### src/rtl/pslp_pkg.sv
// Package for the priority status LED pattern block.
// Holds item, command and state types, timing constants and the small
// arithmetic helpers. Depends on nothing.
package pslp_pkg;

  localparam int unsigned MS_W = 11;
  localparam int unsigned RV_W = 5;
  localparam int unsigned FC_W = 4;

  localparam logic [MS_W-1:0] ERR_ON_MS    = 11'd100;
  localparam logic [MS_W-1:0] ERR_OFF_MS   = 11'd250;
  localparam logic [MS_W-1:0] ERR_PAUSE_MS = 11'd1250;

  // unused effect code, stored as off
  localparam logic [1:0] EFFECT_RSVD = 2'd3;

  typedef enum logic [1:0] {
    REQ_TICK   = 2'd0,
    REQ_ADD    = 2'd1,
    REQ_REMOVE = 2'd2,
    REQ_CLEAR  = 2'd3
  } req_t;

  typedef enum logic [1:0] {
    MODE_OFF   = 2'd0,
    MODE_BLINK = 2'd1,
    MODE_ERROR = 2'd2
  } mode_t;

  typedef enum logic [2:0] {
    ST_IDLE,
    ST_APPLY,
    ST_SELECT,
    ST_STEP,
    ST_DONE
  } state_t;

  typedef struct packed {
    req_t       req_type;
    logic [1:0] slot;
    logic [1:0] effect_mode;
    logic [7:0] effect_value;
  } in_item_t;

  typedef struct packed {
    logic       led_pin;
    logic       led_lit;
    logic [1:0] active_mode;
  } out_item_t;

  typedef struct packed {
    logic capture;
    logic tick_count;
    logic tick_expire;
    logic table_write;
    logic select;
    logic step;
    logic load_out;
  } cmd_t;

  typedef struct packed {
    logic req_tick;
    logic expire;
    logic found;
  } sts_t;

  function automatic logic [RV_W-1:0] mod17(input logic [7:0] v);
    logic [7:0] t;
    t = v;
    if (t >= 8'd136) t = t - 8'd136;
    if (t >= 8'd68)  t = t - 8'd68;
    if (t >= 8'd34)  t = t - 8'd34;
    if (t >= 8'd17)  t = t - 8'd17;
    return t[RV_W-1:0];
  endfunction

  function automatic logic [RV_W-1:0] mod11(input logic [7:0] v);
    logic [8:0] t;
    t = {1'b0, v};
    if (t >= 9'd176) t = t - 9'd176;
    if (t >= 9'd88)  t = t - 9'd88;
    if (t >= 9'd44)  t = t - 9'd44;
    if (t >= 9'd22)  t = t - 9'd22;
    if (t >= 9'd11)  t = t - 9'd11;
    return t[RV_W-1:0];
  endfunction

  // (1000 / rate) / 2 for rate 1..16
  function automatic logic [MS_W-1:0] blink_half(input logic [RV_W-1:0] r);
    logic [MS_W-1:0] h;
    unique case (r)
      5'd2:    h = 11'd250;
      5'd3:    h = 11'd166;
      5'd4:    h = 11'd125;
      5'd5:    h = 11'd100;
      5'd6:    h = 11'd83;
      5'd7:    h = 11'd71;
      5'd8:    h = 11'd62;
      5'd9:    h = 11'd55;
      5'd10:   h = 11'd50;
      5'd11:   h = 11'd45;
      5'd12:   h = 11'd41;
      5'd13:   h = 11'd38;
      5'd14:   h = 11'd35;
      5'd15:   h = 11'd33;
      5'd16:   h = 11'd31;
      default: h = 11'd500;
    endcase
    return h;
  endfunction

endpackage

### src/rtl/pslp_ctrl.sv
// Controller state machine for the priority status LED pattern block.
// Sequences capture, table update, selection, pattern step and result load.
// Depends on pslp_pkg.
module pslp_ctrl (
  input  logic          clk,
  input  logic          rst_n,
  input  logic          in_valid,
  output logic          in_ready,
  output logic          out_valid,
  input  logic          out_ready,
  input  pslp_pkg::sts_t sts,
  output pslp_pkg::cmd_t cmd
);

  pslp_pkg::state_t state_r, state_nxt;
  logic             out_valid_r, out_valid_nxt;

  always_ff @(posedge clk) begin
    if (!rst_n) begin
      state_r     <= pslp_pkg::ST_IDLE;
      out_valid_r <= 1'b0;
    end else begin
      state_r     <= state_nxt;
      out_valid_r <= out_valid_nxt;
    end
  end

  always_comb begin
    state_nxt = state_r;
    cmd       = '0;
    in_ready  = 1'b0;
    unique case (state_r)
      pslp_pkg::ST_IDLE: begin
        in_ready = 1'b1;
        if (in_valid) begin
          cmd.capture = 1'b1;
          state_nxt   = pslp_pkg::ST_APPLY;
        end
      end
      pslp_pkg::ST_APPLY: begin
        if (sts.req_tick) begin
          if (sts.expire) begin
            cmd.tick_expire = 1'b1;
            state_nxt       = pslp_pkg::ST_STEP;
          end else begin
            cmd.tick_count = 1'b1;
            state_nxt      = pslp_pkg::ST_DONE;
          end
        end else begin
          cmd.table_write = 1'b1;
          state_nxt       = pslp_pkg::ST_SELECT;
        end
      end
      pslp_pkg::ST_SELECT: begin
        cmd.select = 1'b1;
        state_nxt  = sts.found ? pslp_pkg::ST_STEP : pslp_pkg::ST_DONE;
      end
      pslp_pkg::ST_STEP: begin
        cmd.step  = 1'b1;
        state_nxt = pslp_pkg::ST_DONE;
      end
      pslp_pkg::ST_DONE: begin
        if (!out_valid_r || out_ready) begin
          cmd.load_out = 1'b1;
          state_nxt    = pslp_pkg::ST_IDLE;
        end
      end
      default: state_nxt = pslp_pkg::ST_IDLE;
    endcase
  end

  always_comb begin
    if (cmd.load_out) begin
      out_valid_nxt = 1'b1;
    end else if (out_ready) begin
      out_valid_nxt = 1'b0;
    end else begin
      out_valid_nxt = out_valid_r;
    end
  end

  assign out_valid = out_valid_r;

endmodule

### src/rtl/pslp_dp.sv
// Datapath for the priority status LED pattern block: slot table, running
// effect, flash counter, millisecond timer and result register.
// Depends on pslp_pkg.
module pslp_dp #(
  parameter int unsigned TASK_SLOTS = 4
) (
  input  logic                clk,
  input  logic                rst_n,
  input  pslp_pkg::in_item_t  in_item,
  input  logic                cfg_we,
  input  logic                cfg_wdata,
  input  pslp_pkg::cmd_t      cmd,
  output pslp_pkg::sts_t      sts,
  output pslp_pkg::out_item_t out_item
);

  logic [1:0]                  modes_r   [TASK_SLOTS];
  logic [1:0]                  modes_nxt [TASK_SLOTS];
  logic [7:0]                  values_r  [TASK_SLOTS];
  logic [7:0]                  values_nxt[TASK_SLOTS];
  pslp_pkg::mode_t             run_mode_r, run_mode_nxt;
  logic [pslp_pkg::RV_W-1:0]   run_value_r, run_value_nxt;
  logic [pslp_pkg::FC_W-1:0]   flash_r, flash_nxt;
  logic                        lit_r, lit_nxt;
  logic [pslp_pkg::MS_W-1:0]   ms_left_r, ms_left_nxt;
  logic                        armed_r, armed_nxt;
  logic                        inv_r;
  pslp_pkg::in_item_t          item_r;
  pslp_pkg::out_item_t         out_r;

  logic                        sel_found;
  logic [1:0]                  sel_mode;
  logic [7:0]                  sel_value;
  logic [pslp_pkg::RV_W-1:0]   sel_red;

  always_ff @(posedge clk) begin
    if (!rst_n) begin
      for (int k = 0; k < TASK_SLOTS; k++) begin
        modes_r[k]  <= pslp_pkg::MODE_OFF;
        values_r[k] <= 8'd0;
      end
      run_mode_r  <= pslp_pkg::MODE_OFF;
      run_value_r <= '0;
      flash_r     <= '0;
      lit_r       <= 1'b0;
      ms_left_r   <= '0;
      armed_r     <= 1'b0;
      inv_r       <= 1'b0;
    end else begin
      modes_r     <= modes_nxt;
      values_r    <= values_nxt;
      run_mode_r  <= run_mode_nxt;
      run_value_r <= run_value_nxt;
      flash_r     <= flash_nxt;
      lit_r       <= lit_nxt;
      ms_left_r   <= ms_left_nxt;
      armed_r     <= armed_nxt;
      if (cfg_we) inv_r <= cfg_wdata;
    end
  end

  always_ff @(posedge clk) begin
    if (cmd.capture) item_r <= in_item;
    if (cmd.load_out) out_r <= '{led_pin: lit_r ^ inv_r, led_lit: lit_r,
                                 active_mode: run_mode_r};
  end

  // lowest-numbered active slot wins
  always_comb begin
    sel_found = 1'b0;
    sel_mode  = pslp_pkg::MODE_OFF;
    sel_value = 8'd0;
    for (int k = TASK_SLOTS - 1; k >= 0; k--) begin
      if (modes_r[k] != pslp_pkg::MODE_OFF) begin
        sel_found = 1'b1;
        sel_mode  = modes_r[k];
        sel_value = values_r[k];
      end
    end
    sel_red = (sel_mode == pslp_pkg::MODE_BLINK) ? pslp_pkg::mod17(sel_value)
                                                 : pslp_pkg::mod11(sel_value);
    if (sel_red == '0) sel_red = 5'd1;
  end

  always_comb begin
    modes_nxt     = modes_r;
    values_nxt    = values_r;
    run_mode_nxt  = run_mode_r;
    run_value_nxt = run_value_r;
    flash_nxt     = flash_r;
    lit_nxt       = lit_r;
    ms_left_nxt   = ms_left_r;
    armed_nxt     = armed_r;

    if (cmd.table_write) begin
      for (int k = 0; k < TASK_SLOTS; k++) begin
        priority if (item_r.req_type == pslp_pkg::REQ_CLEAR) begin
          modes_nxt[k]  = pslp_pkg::MODE_OFF;
          values_nxt[k] = 8'd0;
        end else if (int'(item_r.slot) == k) begin
          if (item_r.req_type == pslp_pkg::REQ_ADD) begin
            modes_nxt[k]  = (item_r.effect_mode == pslp_pkg::EFFECT_RSVD)
                            ? pslp_pkg::MODE_OFF : item_r.effect_mode;
            values_nxt[k] = item_r.effect_value;
          end else begin
            modes_nxt[k]  = pslp_pkg::MODE_OFF;
            values_nxt[k] = 8'd0;
          end
        end
      end
    end

    if (cmd.tick_count && armed_r) begin
      ms_left_nxt = ms_left_r - 11'd1;
    end

    if (cmd.tick_expire) begin
      armed_nxt   = 1'b0;
      ms_left_nxt = '0;
    end

    if (cmd.select) begin
      lit_nxt       = 1'b0;
      armed_nxt     = 1'b0;
      ms_left_nxt   = '0;
      flash_nxt     = '0;
      run_mode_nxt  = sel_found ? pslp_pkg::mode_t'(sel_mode) : pslp_pkg::MODE_OFF;
      run_value_nxt = sel_found ? sel_red : '0;
    end

    if (cmd.step) begin
      unique case (run_mode_r)
        pslp_pkg::MODE_BLINK: begin
          lit_nxt     = ~lit_r;
          ms_left_nxt = pslp_pkg::blink_half(run_value_r);
          armed_nxt   = 1'b1;
        end
        pslp_pkg::MODE_ERROR: begin
          armed_nxt = 1'b1;
          priority if (!lit_r && ({1'b0, flash_r} < run_value_r)) begin
            lit_nxt     = 1'b1;
            flash_nxt   = flash_r + 4'd1;
            ms_left_nxt = pslp_pkg::ERR_ON_MS;
          end else if (lit_r && ({1'b0, flash_r} <= run_value_r)) begin
            lit_nxt     = 1'b0;
            ms_left_nxt = pslp_pkg::ERR_OFF_MS;
          end else begin
            flash_nxt   = '0;
            lit_nxt     = 1'b0;
            ms_left_nxt = pslp_pkg::ERR_PAUSE_MS;
          end
        end
        default: begin
          lit_nxt     = 1'b0;
          armed_nxt   = 1'b0;
          ms_left_nxt = '0;
        end
      endcase
    end
  end

  assign sts.req_tick = (item_r.req_type == pslp_pkg::REQ_TICK);
  assign sts.expire   = armed_r && (ms_left_r <= 11'd1);
  assign sts.found    = sel_found;
  assign out_item     = out_r;

endmodule

### src/rtl/priority_status_led_pattern.sv
// Priority status LED pattern generator, top level.
// Input channel in_valid/in_ready/in_item carries one request per item:
// a millisecond tick, or an add, remove or clear-all on the four-slot
// effect table (slot 0 is highest priority). Output channel
// out_valid/out_ready/out_item returns one result per item: pin level,
// lit state and the effect now running. cfg_we/cfg_wdata set the LED
// inversion; write it only while the block is idle.
// Sequence: a tick goes through apply and load when the timer does not
// expire, and through apply, pattern step and load when it does; a table
// request goes through apply, select, pattern step (only when an effect
// is found) and load. One item is in work at a time.
// A new item is taken while the previous result still waits in the output
// register; if the receiver stalls, the next result holds in the done state
// and input stops being accepted until the register frees up.
// Reset (synchronous, rst_n low) clears the table, the running effect, the
// timer, the inversion setting and the output valid.
// Depends on pslp_pkg, pslp_ctrl and pslp_dp.
module priority_status_led_pattern #(
  parameter int unsigned TASK_SLOTS = 4
) (
  input  logic                clk,
  input  logic                rst_n,
  input  logic                in_valid,
  output logic                in_ready,
  input  pslp_pkg::in_item_t  in_item,
  output logic                out_valid,
  input  logic                out_ready,
  output pslp_pkg::out_item_t out_item,
  input  logic                cfg_we,
  input  logic                cfg_wdata
);

  pslp_pkg::cmd_t cmd;
  pslp_pkg::sts_t sts;

  pslp_ctrl u_ctrl (
    .clk       (clk),
    .rst_n     (rst_n),
    .in_valid  (in_valid),
    .in_ready  (in_ready),
    .out_valid (out_valid),
    .out_ready (out_ready),
    .sts       (sts),
    .cmd       (cmd)
  );

  pslp_dp #(
    .TASK_SLOTS (TASK_SLOTS)
  ) u_dp (
    .clk       (clk),
    .rst_n     (rst_n),
    .in_item   (in_item),
    .cfg_we    (cfg_we),
    .cfg_wdata (cfg_wdata),
    .cmd       (cmd),
    .sts       (sts),
    .out_item  (out_item)
  );

endmodule
### config.mk
export PLATFORM = sky130hd
export DESIGN_NAME = priority_status_led_pattern
export DESIGN_NICKNAME = d
export VERILOG_FILES = /design/src/rtl/pslp_pkg.sv /design/src/rtl/pslp_ctrl.sv /design/src/rtl/pslp_dp.sv /design/src/rtl/priority_status_led_pattern.sv
export SDC_FILE = /design/constraint.sdc
export NUM_CORES = 1
export LEC_CHECK = 0
export BUFFER_PORTS_ARGS = -buffer_cell sky130_fd_sc_hd__buf_2
export CAP_MARGIN = 5
export CORE_ASPECT_RATIO = 0.9
export CORE_MARGIN = 2
export CORE_UTILIZATION = 63
export CTS_CLUSTER_DIAMETER = 120
export CTS_CLUSTER_SIZE = 20
export DETAILED_ROUTE_END_ITERATION = 6
export PLACE_DENSITY = 0.81
export SLEW_MARGIN = 15
export SYNTH_ARGS = -nofsm -noshare
export SYNTH_HDL_FRONTEND = slang
export SYNTH_SLANG_ARGS = --single-unit
### constraint.sdc
create_clock -name clk -period 9.65 [get_ports clk]
set_clock_uncertainty 0.05 [all_clocks]
set_input_delay 2.895 -clock clk [delete_from_list [all_inputs] [get_ports clk]]
set_output_delay 2.895 -clock clk [all_outputs]
set_load 0.1 [all_outputs]
; ---- Word level (Yosys, flattened, before mapping)
; Memory sizes are Yosys's and may differ from the RTL's. A register that Yosys moved wholly into a read port is not among the register bits.
; Cells that the tools add are included.
[totals]
regBits = 87
latchBits = 0
mem_bits_rw = 0
rom_bits = 288
output_inout_bits = 6
wordCells = 180
mem_count = 1
[op_classes]
add_sub_neg = 11
mul = 0
div = 0
order_cmp = 12
n_eq_ne = 15
n_shift = 0
mux = 86
n_bitwise = 2
reduce_logical = 29
[memory_table]
columns = name, words, word_bits, read_ports, rd_ports_with_merged_regs, write_ports, line
row1 = (no name shown), 32, 9, 1, 1, 0, pslp_pkg.sv:91  ; unique case (r)
[ops]
columns = operator, count
row1 = two-way mux 8 bit, 16
row2 = two-way mux 11 bit, 6
row3 = two-way mux 9 bit, 4
row4 = two-way mux 5 bit, 7
row5 = two-way mux 2 bit, 16
row6 = two-way mux 1 bit, 23
row7 = case mux 11 bit (2 select lines), 1
row8 = two-way mux 4 bit, 5
row9 = nonzero test 2 bit, 10
row10 = two-way mux 3 bit, 6
row11 = "greater-or-equal comparator 8 bit, second input constant", 2
row12 = case mux 3 bit (5 select lines), 1
row13 = "less-or-equal comparator 11 x 1 -> 1 bit, second input constant", 1
row14 = "subtractor 11 x 1 -> 11 bit, second input constant", 1
row15 = "equality test 2 bit, second input constant", 5
row16 = AND reduction 2 bit, 5
row17 = "greater-or-equal comparator 9 x 4 -> 1 bit, second input constant", 1
row18 = "greater-or-equal comparator 9 x 5 -> 1 bit, second input constant", 1
row19 = "greater-or-equal comparator 9 x 6 -> 1 bit, second input constant", 1
row20 = "greater-or-equal comparator 9 x 7 -> 1 bit, second input constant", 1
row21 = "subtractor 8 x 8 -> 9 bit, second input constant", 1
row22 = "subtractor 9 x 5 -> 9 bit, second input constant", 1
row23 = "subtractor 9 x 6 -> 9 bit, second input constant", 1
row24 = "subtractor 9 x 7 -> 9 bit, second input constant", 1
row25 = 29 further kinds, 38

; ---- Longest topological paths before layout
; Gate-level depths: netlist of the first run.
[depth]
word_depth = 21
ltp_mapped = 40
mapped_depth_nobuf = 38

; ---- Cells and area by module
; A second synthesis of the first run with hierarchy kept.
[unflattened]
cells_unflattened = 900
hier_area_um2 = 7512.2
[by_module_without_submodules]
columns = mod, instances, cells_per_inst, area_each_um2, seq_area_each_um2
row1 = pslp_dp, 1, 866, 7241.9, 2021.9
row2 = pslp_ctrl, 1, 34, 270.3, 80.1

; ---- Least setup slack after synthesis of the first run
; OpenSTA, ideal clock, no wires.
[synth_timing]
path_type = reg-to-reg
startpoint = register u_dp.modes_r[3] (netlist name)
endpoint = register with a tool-made name
arrival_ns = 7.461
required_time_ns = 9.541
setup_slack_ns = 2.080
stages_incl_launch_ff = 37
period_less_slack_ns = 7.570
cell_sequence = dfxtp_1 buf_2 clkbuf_1 or3b_1 a211oi_1 nor2_1 inv_1 ha_1 o2111ai_2 a21oi_2 xnor2_1 ha_1 inv_1 nand3_1 o2111a_1 o21ai_0 and2_1 ha_1 inv_1 nor3_1 a2bb2oi_4 nor3_1 or2_2 ha_1 inv_1 o21a_1 a32oi_1 o22ai_1 nor3_1 o311ai_0 a21oi_1 a31o_2 nand2_1 ha_1 or4b_1 a21oi_1 a31o_1
[synth_rtl]
columns = item, line
row1 = start: declaration, pslp_dp.sv:17  ; logic [1:0] modes_r [TASK_SLOTS];
row2 = start signal: indexed assignment, pslp_dp.sv:39  ; modes_r[k] <= pslp_pkg::MODE_OFF;
row3 = start signal: assignment, pslp_dp.sv:50  ; modes_r <= modes_nxt;

==> results of run 1 <==
cells in the mapped netlist, drive strengths merged, types with 5 or more instances:
| cell type | number |
|---|---|
| nor2 | 111 |
| dfxtp | 78 |
| nand2 | 68 |
| a21oi | 66 |
| mux2i | 54 |
| o21ai | 43 |
| ha | 31 |
| inv | 31 |
| nor3 | 28 |
| clkbuf | 24 |
| and2 | 23 |
| a31oi | 21 |
| edfxtp | 18 |
| buf | 16 |
| nand3 | 16 |
| o21a | 15 |
| o211ai | 14 |
| a21o | 12 |
| a32oi | 11 |
| nor2b | 11 |
| a211oi | 10 |
| or2 | 9 |
| and3 | 8 |
| nand2b | 8 |
| nor4 | 8 |
| nand4 | 7 |
| or4 | 7 |
| mux2 | 6 |
| or3 | 6 |
| xnor2 | 6 |
| a211o | 5 |
| a31o | 5 |
| a41oi | 5 |
| nand3b | 5 |
| o22ai | 5 |
| or3b | 5 |
power groups by stage:
stage / registers (mW) / clock network (mW) / logic (mW)
floorplan: 0.438 / 0 / 0.0616
global placement: 0.438 / 0 / 0.0790
detailed placement: 0.438 / 0 / 0.0815
CTS: 0.429 / 0.367 / 0.0820
global route: 0.431 / 0.383 / 0.0916
finish: 0.430 / 0.363 / 0.0831
worst reg2reg max path, delay by kind of cell, from the launching register on:
kind,cells,cell delay [ns]
and+or+nand+nor,11,2.80
AOI/OAI and AO/OA,12,2.83
adders and majority gates,6,1.54
DFF,1,0.49
buffers and inverters,6,0.80
xor gates and xnor gates,2,0.38
routing by layer:
metal	track usage, %	vias up
li1	-	3277
met1	40.61	3213
met2	51.71	255
met3	6.497	40
met4	10.80	0
met5	0	-
cells by family after synthesis:
| group | Yosys count | share of synthesized area (%) |
|---|---|---|
| and+or+nand+nor | 330 | 23.44 |
| adders and majority gates | 31 | 5.451 |
| DFF | 96 | 29.54 |
| muxes | 60 | 8.546 |
| buffers and inverters | 75 | 4.414 |
| xor gates and xnor gates | 9 | 1.108 |
| AOI/OAI and AO/OA | 275 | 27.50 |
flip-flops by register name, summed over array words and instances (netlist names), named ones only:
register / flops
u_dp.out_item: 4
u_dp.inv_r: 1
u_ctrl.state_r: 3
u_dp.ms_left_r: 11
u_dp.item_r: 14
u_ctrl.out_valid: 1
u_dp.run_value_r: 5
u_dp.run_mode_r: 2
u_dp.lit_r: 1
u_dp.modes_r: 8
u_dp.flash_r: 4
u_dp.armed_r: 1
u_dp.values_r: 32
per-stage QoR:
| step | hold WS (ns) | power [mW] | setup WS, ns | cells |
|---|---|---|---|---|
| 3_5_place_dp | 0.4225 | 0.5199 | 0.6514 | 1018 |
| 6_report | 0.4352 | 0.8757 | 0.6590 | 1034 |
| 5_1_grt | 0.4714 | 0.9050 | 0.09260 | 1034 |
| 2_1_floorplan | 0.3997 | 0.4993 | 2.080 | 876 |
| 3_3_place_gp | 0.4179 | 0.5168 | 0.8364 | 1018 |
| 4_1_cts | 0.4328 | 0.8788 | 0.5850 | 1034 |
placed cells by master, fill, tap and decap left out, types with 6 or more instances in the layout:
cell type and n:
nor2_1 108, dfxtp_1 78, nand2_1 68, a21oi_1 65, mux2i_1 54, o21ai_0 42
inv_1 31, ha_1 31, nor3_1 26, buf_2 25, and2_1 23, a31oi_1 19
edfxtp_1 18, nand3_1 16, o21a_1 15, a21o_1 12, o211ai_1 12, nor2b_1 11
a32oi_1 11, a211oi_1 9, clkbuf_16 9, nand2b_1 8, and3_1 8, nand4_1 7
or4_1 6, or2_2 6, xnor2_1 6, or3_1 6
final cells by class:
cell class / instances / area (µm²)
multi-input combinational: 705 / 4707
fill: 913 / 3306
sequential: 96 / 2102
clock buffer: 10 / 229.0
tap: 152 / 190.2
timing repair buffer: 30 / 162.7
inverter: 35 / 131.4
clock inverter: 6 / 72.57
final timing paths:
| path | startpoint | end | slack [ns] | cells after the start |
|---|---|---|---|---|
| setup / recovery | u_dp.modes_r[7] | flop | 0.66 | 37 |
| hold / removal | u_dp.ms_left_r[3] | u_dp.ms_left_r[3] | 0.44 | 2 |
| setup reg to reg | u_dp.modes_r[7] | flop | 0.66 | 37 |
| hold reg to reg | u_dp.ms_left_r[3] | u_dp.ms_left_r[3] | 0.44 | 2 |
timing repair:
action | 4_1_cts | 5_1_grt
resized for setup | 0 | 3
endpoints found under the setup margin | 0 | 4
buffers inserted | 0 | 0
hold endpoints to repair | 0 | 0
==> impl_metrics.py, run 1 <==
metrics = {
    "synthesis": {
        "synth_cell_types": 93,
        "syn_nets": 927,
        "synth_area_leaders": "dfxtp_1 (22%), edfxtp_1 (7.6%), mux2i_1 (7.6%)",
        "async_flop_share_pct": 0,
        "synthesis.area_um2": 7116,
        "syn_avg_cell_area_um2": 8.123,
        "synth_edf_count": 18,
        "synth_top_area_share_pct": 21.94,
        "ys.flop_type": "dfxtp_1",
        "ys_ff_latch": 96,
        "synth_warnings": 0,
        "yosysSeqAreaShare_pct": 29.54,
        "yosysTopAreaCell": "dfxtp_1",
        "synthesis.instances": 876,
    },
    "grt": {
        "grt-ovfl-total": 0,
        "grt_usage_pct": 31.36,
        "grt_max_degree": 62,
        "grt_first_pass_wirelength_mm": 30.90,
        "antenna_found_initial": 0,
        "grt_pass1_vias": 6544,
    },
    "final_layout": {
        "antenna_cells": 0,
        "postLayoutCoreUtil_pct": 69.67,
        "syn_to_final_growth_pct": 6.735,
        "fin_nets": 928,
        "final_layout_size_suffix_gt1_share_pct": 9.751,
        "design_area_um2": 7595,
    },
    "timing": {
        "clock.fmax_ghz": 0.1112,
        "worst_pin_slew_ns": 1.021,
        "hold_violations": 0,
        "relSlewSlack_pct": 31.94,
        "fin_crit_sh_pct": 93.17,
        "tns_ns": 0,
        "rsz0062_at_grt": "false",
        "finalSetupViolCount": 0,
        "slew_viol_final": 0,
        "period_minus_slack_ns": 8.991,
    },
    "power_and_ir_drop": {
        "p_per_area_nw_per_um2": 115.3,
        "p_sw_share_pct": 25.34,
        "internal_power_mw": 0.6538,
        "comb_power_share_pct": 9.5,
        "p_sw_mw": 0.2219,
        "p_seq_share_pct": 49.1,
        "p_clk_share_pct": 41.4,
        "p_leak_nw": 2.851,
        "ir_drop_mv": 0.1115,
    },
    "min_path": {
        "worstHoldPathType": "reg -> reg",
    },
    "cts": {
        "clk_latency_ns": 0.35,
        "path_clk_slew_ns": 0.07,
        "cts_sinks": 96,
        "cts_tree": "built",
        "root_buffer": "clkbuf_16",
        "cts_buffer_depth": 2,
        "cts_buffers": 9,
        "h-tree-depth": 3,
        "cts-hold-fix-buffers": 0,
    },
    "drt": {
        "drt_first_pass_iters": 7,
        "wl_met2_mm": 9.105,
        "drt-total-wl_mm": 18.96,
        "wl_met1_mm": 8.284,
        "wl_met3_mm": 1.114,
        "routed_via_density": 6.562,
        "top_layer_used": "met4",
        "routedWlPerCell_um": 18.34,
        "route.vias.total": 6785,
        "drc": 1,
        "postRouteAntennaNets": 0,
        "drt-initial-drc-count": 526,
    },
    "critical_path": {
        "crit_slowest_cell": "or4_4",
        "critPathBufInv": 6,
        "arrival_ns": 9.18,
        "crit_top_cell": "ha_1",
        "cp-end-kind": "flop",
        "crit_type": "reg -> reg",
        "critPathLaunchType": "flop",
        "slowest_delay_ns": 0.62,
        "required_ns": 9.83,
        "cp_max_fo": 12,
        "crit_family": "compound AO/OA/AOI/OAI gates",
    },
    "die": {
        "rows": 36,
        "num_io_pins": 26,
        "start_util_pct": 65.28,
        "die_w_um": 116.0,
        "dieArea_um2": 12160,
        "core_um2": 10900,
        "die_h_um": 104.8,
    },
    "run_status": {
        "status": "finished with violations",
        "violations": "DRC",
    },
    "placed_design": {
        "io_buffer_count": 25,
        "gp_congestion": 1.037,
        "placed_area_um2": 7286,
        "hpwlAfterDp_mm": 14.05,
    },
    "flow_run": {
        "drv_cap": 0,
    },
}
No activity file was read; power rests on OpenSTA's default activity.
==> inputs of run 2 (changes only) <==
- ABC_AREA: default -> 1
==> run 2 against run 1 <==
Net effect: the flow now finishes without violations; final cell count up 2.2%; worst setup slack better by 2.2 ns; non-clock buffer count down 5; global-route usage down 4.7 points; fmax up 33%; register-to-register slack better by 2.2 ns; sequential cell count unchanged; hold slack worse by 0.030 ns; design area down 8.5%; critical path depth up 20; area after synthesis down 9.7%.
==> impl_metrics.py, run 2 <==
metrics = {
    "drt": {
        "route.vias.total": 5851,
        "drc": 0,
        "drt-initial-drc-count": 480,
        "drt-total-wl_mm": 14.44,
        "drt_first_pass_iters": 5,
        "routed_via_density": 5.535,
        "routedWlPerCell_um": 13.66,
        "postRouteAntennaNets": 0,
    },
    "synthesis": {
        "yosysTopAreaCell": "dfxtp_1",
        "yosys-top-cells-count": "nand2_1 (218), inv_1 (106), dfxtp_1 (78)",
        "synthesis.area_um2": 6424,
        "synth_area_leaders": "dfxtp_1 (24%), nand2_1 (13%), edfxtp_1 (8.4%)",
        "synth_cell_types": 53,
        "async_flop_share_pct": 0,
        "ys_ff_latch": 96,
        "synth_top_area_share_pct": 24.31,
        "ys.flop_type": "dfxtp_1",
        "synth.most_common_cell": "nand2_1",
        "syn_nets": 957,
        "synthesis.instances": 906,
        "yosysSeqAreaShare_pct": 32.72,
        "synth_warnings": 0,
        "syn_avg_cell_area_um2": 7.090,
        "synth_edf_count": 18,
    },
    "critical_path": {
        "cp_max_fo": 12,
        "crit_type": "reg -> reg",
        "arrival_ns": 6.96,
        "cp-end-kind": "flop",
        "crit_top_cell": "nand2_1",
        "required_ns": 9.84,
        "slowest_delay_ns": 0.40,
        "r2r_start": "u_dp.modes_r[4]",
        "crit_start": "u_dp.modes_r[4]",
        "crit_slowest_cell": "ha_1",
        "critPathLaunchType": "flop",
    },
    "grt": {
        "antenna_found_initial": 0,
        "grt_pass1_vias": 5562,
        "grt-ovfl-total": 0,
        "grt_max_degree": 55,
        "grt_first_pass_wirelength_mm": 24.85,
        "grt_usage_pct": 26.66,
    },
    "cts": {
        "cts_tree": "built",
        "ctsResizeCount": 0,
        "cts_buffer_depth": 2,
        "h-tree-depth": 3,
        "cts_setup_buffers": 0,
        "cts-hold-fix-buffers": 0,
        "cts_buffers": 9,
        "path_clk_slew_ns": 0.08,
        "root_buffer": "clkbuf_16",
        "clk_latency_ns": 0.35,
        "cts_sinks": 96,
    },
    "final_layout": {
        "syn_to_final_growth_pct": 8.142,
        "postLayoutCoreUtil_pct": 71.00,
        "fin_nets": 977,
        "design_area_um2": 6947,
        "antenna_cells": 0,
        "layout_common_cells": "nand2_1 (218), inv_1 (106), dfxtp_1 (78)",
        "final_common_cell": "nand2_1",
        "reg_top3": "u_dp.values_r (32), u_dp.item_r (14), u_dp.ms_left_r (11)",
        "largest_register_ff_count": 32,
        "final_layout_size_suffix_gt1_share_pct": 15.90,
        "largest-register": "u_dp.values_r",
    },
    "die": {
        "num_io_pins": 26,
        "dieArea_um2": 11020,
        "start_util_pct": 65.65,
        "die_w_um": 110.4,
        "rows": 34,
        "die_h_um": 99.80,
        "core_um2": 9784,
    },
    "timing": {
        "slew_viol_final": 0,
        "tns_ns": 0,
        "whs_ns": 0.4057,
        "worst_pin_slew_ns": 1.007,
        "finalSetupViolCount": 0,
        "relSlewSlack_pct": 32.59,
        "hold_violations": 0,
        "fin_crit_sh_pct": 70.15,
        "rsz0062_at_grt": "false",
        "clock.fmax_ghz": 0.1477,
        "period_minus_slack_ns": 6.770,
    },
    "min_path": {
        "worstHoldPathType": "reg -> reg",
        "min_from": "u_dp.values_r[25]",
    },
    "flow_run": {
        "drv_cap": 0,
    },
    "placed_design": {
        "io_buffer_count": 25,
        "placed_area_um2": 6623,
        "hpwlAfterDp_mm": 10.68,
        "gp_congestion": 0.8994,
    },
    "run_status": {
        "status": "finished, final reports clean",
    },
}
## run 2: routing by layer
metal  vias to the layer above  routed length, µm  global-route usage (%)
li1                       3005                  -                       -
met4                         0                198                   6.923
met3                        20                890                   3.925
met1                      2657               6659                   35.30
met5                         -                  0                       0
met2                       169               6693                   46.30
## run 2: final timing paths
check	to	slack, ns	cells past startpoint
hold / removal	u_dp.values_r[25]	0.41	2
setup / recovery	flop	2.88	57
hold reg to reg	u_dp.values_r[25]	0.41	2
setup reg to reg	flop	2.88	57
## run 2: cell families after synthesis
logic type               synth area share, %
buffers and inverters                  8.492
adder cells (fa/ha/maj)                6.038
AO/OA/AOI/OAI                          15.54
AND/OR/NAND/NOR                        34.07
flip-flops                             32.72
XOR/XNOR                               3.136
## run 2: layout make-up
type,instances,area (µm²)
clock buffer,9,225.2
clock inverter,7,98.84
fill,790,2838
inverter,122,461.7
multi-input combinational,672,3776
sequential,96,2102
tap,126,157.7
timing repair buffer,25,125.1
## run 2: metrics by stage
step / instances / worst slack, ns
3_5_place_dp: 1041 / 2.966
5_1_grt: 1057 / 2.124
4_1_cts: 1057 / 2.930
2_1_floorplan: 906 / 3.839
6_report: 1057 / 2.880
3_3_place_gp: 1041 / 3.398
## run 2: worst max-delay path: cells and delay by family, from the launching register on
| kind | cells | cell delay [ns] |
|---|---|---|
| flip-flops | 1 | 0.34 |
| buffers and inverters | 8 | 0.55 |
| AO/OA/AOI/OAI | 2 | 0.49 |
| adder cells (fa/ha/maj) | 6 | 1.35 |
| AND/OR/NAND/NOR | 41 | 3.86 |
Power of run 2 is not shown: default switching activity piles up to over one toggle a cycle in this logic, so the estimate is an artifact.
